<file path="config.mk">
export PLATFORM = sky130hd
export DESIGN_NAME = byte_queue_with_delete_by_value_unit
export DESIGN_NICKNAME = d
export VERILOG_FILES = /design/src/rtl/bqd_pkg.sv /design/src/rtl/byte_queue_with_delete_by_value_unit.sv /design/src/rtl/bqd_cell.sv
export SDC_FILE = /design/constraint.sdc
export NUM_CORES = 1
export LEC_CHECK = 0
export BUFFER_PORTS_ARGS = -buffer_cell sky130_fd_sc_hd__buf_2
export CORE_UTILIZATION = 45
export DETAILED_ROUTE_END_ITERATION = 10
export SYNTH_ARGS = -nofsm -noshare
export SYNTH_HDL_FRONTEND = slang
export SYNTH_SLANG_ARGS = --single-unit
</file>
<file path="constraint.sdc">
create_clock -name clk -period 3.7 [get_ports clk]
set_input_delay 0.185 -clock clk [delete_from_list [all_inputs] [get_ports clk]]
set_output_delay 0.185 -clock clk [all_outputs]
set_load 0.05 [all_outputs]
</file>
<file path="src/rtl/bqd_pkg.sv">
// Shared types and constants for the byte queue with delete by value.
package bqd_pkg;

  localparam int BYTE_W = 8;
  localparam int KIND_W = 2;
  localparam int STAT_W = 2;
  localparam int FILL_W = 5;

  typedef enum logic [KIND_W-1:0] {
    KIND_APPEND = 2'd0,
    KIND_REMOVE = 2'd1,
    KIND_FIND   = 2'd2,
    KIND_NOP    = 2'd3
  } kind_t;

  typedef enum logic [STAT_W-1:0] {
    STAT_OK    = 2'd0,
    STAT_EMPTY = 2'd1,
    STAT_FULL  = 2'd2,
    STAT_RSVD  = 2'd3
  } status_t;

  typedef struct packed {
    logic              find;
    logic [BYTE_W-1:0] key;
  } cell_ctl_t;

endpackage

</file>
<file path="src/rtl/byte_queue_with_delete_by_value_unit.sv">
// Byte queue with delete by value: a row of DEPTH cells, head in cell 0.
// Every operation (append, remove head, find and delete) completes in the cell
// row, so one item is accepted per clock while not stalled. Its result is registered
// and appears the cycle after acceptance. Input stalls only while a result is
// held and the output side stalls. The find search and the gap closing run in
// the same cycle through a one-bit delete chain that runs the length of the
// cell row, from head to tail.
module byte_queue_with_delete_by_value_unit import bqd_pkg::*; #(
  parameter int DEPTH = 16
) (
  input  logic              clk,
  input  logic              rst,
  input  logic              in_valid,
  output logic              in_stall,
  input  logic [KIND_W-1:0] kind,
  input  logic [BYTE_W-1:0] value,
  output logic              out_valid,
  input  logic              out_stall,
  output logic [BYTE_W-1:0] out_value,
  output logic [STAT_W-1:0] status,
  output logic              now_empty,
  output logic [FILL_W-1:0] fill_count
);

  localparam int CW = $clog2(DEPTH + 1);

  logic [CW-1:0]     count;
  logic [CW-1:0]     count_next;
  logic              take;
  logic              is_full;
  logic              is_empty;
  logic              op_append;
  logic              op_remove;
  logic              op_find;
  logic              append_ok;
  logic              find_hit;
  cell_ctl_t         ctl;
  logic [DEPTH:0]    del;
  logic [BYTE_W-1:0] data [DEPTH];
  status_t           res_status;
  logic [BYTE_W-1:0] res_value;

  assign in_stall  = out_valid && out_stall;
  assign take      = in_valid && !in_stall;
  assign is_full   = (count == CW'(DEPTH));
  assign is_empty  = (count == '0);
  assign op_append = take && (kind == KIND_APPEND);
  assign op_remove = take && (kind == KIND_REMOVE);
  assign op_find   = take && (kind == KIND_FIND);
  assign append_ok = op_append && !is_full;
  assign find_hit  = op_find && del[DEPTH];

  assign ctl.find = op_find;
  assign ctl.key  = value;
  assign del[0]   = op_remove && !is_empty;

  for (genvar i = 0; i < DEPTH; i++) begin : g_cell
    logic [BYTE_W-1:0] nd;
    if (i == DEPTH - 1) begin : g_tail
      assign nd = data[i];
    end else begin : g_mid
      assign nd = data[i+1];
    end
    bqd_cell u_cell (
      .clk       (clk),
      .ctl       (ctl),
      .occupied  (CW'(i) < count),
      .load      (append_ok && (count == CW'(i))),
      .load_data (value),
      .del_in    (del[i]),
      .next_data (nd),
      .data      (data[i]),
      .del_out   (del[i+1])
    );
  end

  always_comb begin
    count_next = count;
    if (append_ok) begin
      count_next = count + CW'(1);
    end else if (del[0] || find_hit) begin
      count_next = count - CW'(1);
    end
  end

  always_comb begin
    res_status = STAT_OK;
    res_value  = '0;
    unique case (kind_t'(kind))
      KIND_APPEND: begin
        if (is_full) begin
          res_status = STAT_FULL;
        end
      end
      KIND_REMOVE: begin
        if (is_empty) begin
          res_status = STAT_EMPTY;
        end else begin
          res_value = data[0];
        end
      end
      KIND_FIND: begin
        if (!del[DEPTH]) begin
          res_status = STAT_EMPTY;
        end
      end
      default: begin
        res_status = STAT_OK;
      end
    endcase
  end

  always_ff @(posedge clk) begin
    if (rst) begin
      count     <= '0;
      out_valid <= 1'b0;
    end else begin
      count <= count_next;
      if (take) begin
        out_valid <= 1'b1;
      end else if (!out_stall) begin
        out_valid <= 1'b0;
      end
    end
  end

  always_ff @(posedge clk) begin
    if (take) begin
      out_value  <= res_value;
      status     <= res_status;
      now_empty  <= (count_next == '0);
      fill_count <= FILL_W'(count_next);
    end
  end

endmodule

</file>
<file path="src/rtl/bqd_cell.sv">
// One queue position: holds a byte, matches the search key, shifts toward the head.
module bqd_cell import bqd_pkg::*; (
  input  logic              clk,
  input  cell_ctl_t         ctl,
  input  logic              occupied,
  input  logic              load,
  input  logic [BYTE_W-1:0] load_data,
  input  logic              del_in,
  input  logic [BYTE_W-1:0] next_data,
  output logic [BYTE_W-1:0] data,
  output logic              del_out
);

  logic              match;
  logic [BYTE_W-1:0] data_next;

  assign match   = ctl.find && occupied && (data == ctl.key);
  assign del_out = del_in || match;

  always_comb begin
    priority if (del_out) begin
      data_next = next_data;
    end else if (load) begin
      data_next = load_data;
    end else begin
      data_next = data;
    end
  end

  always_ff @(posedge clk) begin
    data <= data_next;
  end

endmodule

</file>
==> results.sh <==
export IMPL_finalCriticalPeriod_ns=3.42
export IMPL_maximum_number_of_pins_on_one_net_before_global_route_repair=33
export IMPL_setup_tns_final_ns=0
export IMPL_cts_root_buf="clkbuf_16"
export IMPL_timing_max_slew_rel_slack_pct=19.4
export IMPL_cts_tree="built"
export IMPL_layout_cells_most_common_list="144 x edfxtp_1, 112 x mux2_2, 64 x xnor2_1, 64 x xor2_1, 37 x nand2_1"
export IMPL_end_of_the_worst_register_to_register_path="g_cell[12].u_cell.data[7]"
export IMPL_clock_latency_ns=0.43
export IMPL_cp_common_cell="and3_1"
export IMPL_syn_cell_area_sq_um=8510
export IMPL_post_route_util_pct=52.1
export IMPL_vias_in_the_first_global_route=5438
export IMPL_finClkSkew_ns=0.0110
export IMPL_synthesis_instances=667
export IMPL_die_area_sq_um=19500
export IMPL_detailedRoute_firstIterationViolations=416
export IMPL_worst_hold_startpoint="rst"
export IMPL_grt_use_total_pct=20.9
export IMPL_final_common_cell="edfxtp_1"
export IMPL_diodes=0
export IMPL_start_util_pct=46.6
export IMPL_drt_pass1_iterations=5
export IMPL_grt_first_pass_wirelength_mm=30.7
export IMPL_num_fill_cells=1539
export IMPL_ioPinCount=32
export IMPL_async_reset_ff_share_pct=0
export IMPL_dominantRegCellSynth="edfxtp_1"
export IMPL_hold_worst_slack_ns=0.0305
export IMPL_wl_per_cell_um=20.2
export IMPL_final_design_area_no_fill_sq_um=9520
export IMPL_grt_overflow=0
export IMPL_vias_per_cell=5.67
export IMPL_cpPeakStageDelay_ns=0.50
export IMPL_p_per_area_nw_per_um2=448
export IMPL_postSynthRegisterBits=150
export IMPL_core_sq_um=18300
export IMPL_arrival_ns=3.56
export IMPL_critical_path_top_delay_family="simple AND/OR/NAND/NOR gates"
export IMPL_rsz0062_at_grt="no"
export IMPL_synth_top_cells_by_area="edfxtp_1 51%, mux2_2 15%, xnor2_1 6.6%, xor2_1 6.6%, nand2_1 1.6%"
export IMPL_timing_hold_worst_class="primary input to register"
export IMPL_y_dimension_of_the_die_um=140
export IMPL_worstSetupPathDepth=9
export IMPL_r2r_cells=9
export IMPL_tightest_slew_ns=1.20
export IMPL_syn_area_per_cell_sq_um=12.8
export IMPL_max_cap_violations=0
export IMPL_drtAntennaViolNets=0
export IMPL_chipWidth_um=140
export IMPL_criticalPathCategory="register to register"
export IMPL_drcViolationCount=0
export IMPL_cp_required_ns=3.85
export IMPL_htree_num_levels=4
export IMPL_endpoint_kind="register"
export IMPL_worstPathBufferInverterCount=1
export IMPL_synth_top_area_share_pct=50.8
export IMPL_critical_path_max_fanout=15
export IMPL_whs_endpoint="out_valid"
export IMPL_detailed_place_hpwl_mm=13.8
export IMPL_regToRegStartpoint="count[3]"
export IMPL_worstHoldPathCells=2
export IMPL_placed_cell_area_sq_um=8920
export IMPL_irDropWorstVdd_mv=0.272
export IMPL_synth_seq_area_share_pct=52.2
export IMPL_count_of_final_max_slew_check_failures=0
export IMPL_numCtsBuffers=17
export IMPL_tritoncts_num_sinks=150
export IMPL_timing_final_crit_share_pct=92.3
export IMPL_finalSetupViolCount=0
export IMPL_number_of_enable_type_register_cells_in_the_synthesized_netlist=144
export IMPL_cts_buffer_depth=2
export IMPL_cts_reportedPaths_clkPinSlew_ns=0.07
export IMPL_status="complete, no violations"
export IMPL_cpMaxStageDelayCell="nor2_1"
export IMPL_dr_total_vias=5364
export IMPL_synthDominantAreaCellType="edfxtp_1"
export IMPL_cp_cell_sequence="nor2_1, nor3_2, and3_1, nor4_1, and3_1, nand2_1, buf_4, or2_2, a41o_1"
export IMPL_postRouteWirelength_mm=19.1
export IMPL_leakagePower_nw=3.31
export IMPL_yosysWarningCount=0
export IMPL_postCtsSetupBuffers=0
export IMPL_achievable_frequency_ghz=0.293
export IMPL_number_of_input_and_output_port_buffers_inserted=31
export IMPL_synth_cell_types=54
export IMPL_minimum_setup_slack_among_reg_to_reg_paths_ns=0.28
export IMPL_initial_antenna_violation_count=0
export IMPL_synthToLayoutAreaGrowth_pct=11.9
export IMPL_timing_final_hold_violations=0
export IMPL_fin_nets=723
export IMPL_placementRows=49
export IMPL_place_congestion=0.911
export IMPL_worst_setup_path_start_kind="register"
export IMPL_postSynthNetCount=686
export IMPL_share_of_layout_cells_above_drive_strength_1_pct=31.0
sequential cells by signal (all words and copies together), names as in the netlist:
| signal | flops |
|---|---|
| count | 5 |
| fill_count | 5 |
| g_cell.u_cell.data | 128 |
| now_empty | 1 |
| out_valid | 1 |
| out_value | 8 |
| status | 2 |
worst max path at each step:
| stage | startpoint | end | slack [ns] |
|---|---|---|---|
| after floorplan | out_valid | g_cell[11].u_cell.data[0] | 0.09 |
| after global placement | count[3] | g_cell[12].u_cell.data[7] | 0.35 |
| after detailed placement | count[1] | g_cell[5].u_cell.data[7] | 0.15 |
| after CTS | count[1] | g_cell[5].u_cell.data[7] | 0.13 |
| after global routing | count[3] | g_cell[12].u_cell.data[0] | 0.02 |
| final | count[3] | g_cell[12].u_cell.data[7] | 0.28 |
where the power goes:
group / switching [W] / total [W] / internal [W] / leakage [nW]
Clock: 0.000716 / 0.00171 / 0.000992 / 0.269
Sequential: 0.0000442 / 0.00199 / 0.00195 / 1.37
Combinational: 0.000340 / 0.000566 / 0.000226 / 1.67
Total: 0.00110 / 0.00427 / 0.00317 / 3.31
routing by layer:
layer,track usage [%],up-vias,share of wire [%]
met5,0,-,0
met2,33.7,145,47
met1,27.9,2648,47
met4,6.20,0,1.2
li1,-,2553,-
met3,4.78,18,4.5
layout make-up:
cell class	count	area [sq um]	share of cell area, %
sequential	150	4440	46.7
multi-input combinational	460	3750	39.4
timing repair buffer	69	443	4.65
clock buffer	17	425	4.47
tap	229	287	3.01
clock inverter	15	154	1.62
inverter	6	22.5	0.236
cell families after synthesis:
group                      Yosys count  synth area share [%]
DFF                                150                  52.2
and+or+nand+nor                    166                  10.8
xor gates and xnor gates           128                  13.2
adders and majority gates            5                 0.735
buffers and inverters               57                  3.78
muxes                              112                  14.8
AOI/OAI and AO/OA                   49                  4.47
stage by stage:
step | setup WS [ns] | power, W | cells
6_report | 0.283 | 0.00427 | 946
4_1_cts | 0.130 | 0.00429 | 945
3_3_place_gp | 0.354 | 0.00258 | 912
2_1_floorplan | 0.0853 | 0.00245 | 667
5_1_grt | 0.0210 | 0.00441 | 946
3_5_place_dp | 0.153 | 0.00259 | 912
cell usage after synthesis (5+ instances only):
library cell / n
inv_1: 6
clkbuf_1: 14
o21ai_0: 13
nand3_1: 15
buf_2: 17
xor2_1: 64
nor3_1: 15
dfxtp_1: 6
nand2_1: 37
nor2b_1: 5
and2_1: 10
ha_1: 5
mux2_2: 112
nor2_1: 17
xnor2_1: 64
buf_4: 15
nand4_1: 20
and3_1: 6
edfxtp_1: 144
nor4_1: 18
what timing repair did:
action                                  4_1_cts  5_1_grt
hold buffers                                  1        0
endpoints found under the setup margin        0       30
resized for setup                             0        2
hold endpoints to repair                      1        0
No activity file was read; power rests on OpenSTA's default activity.
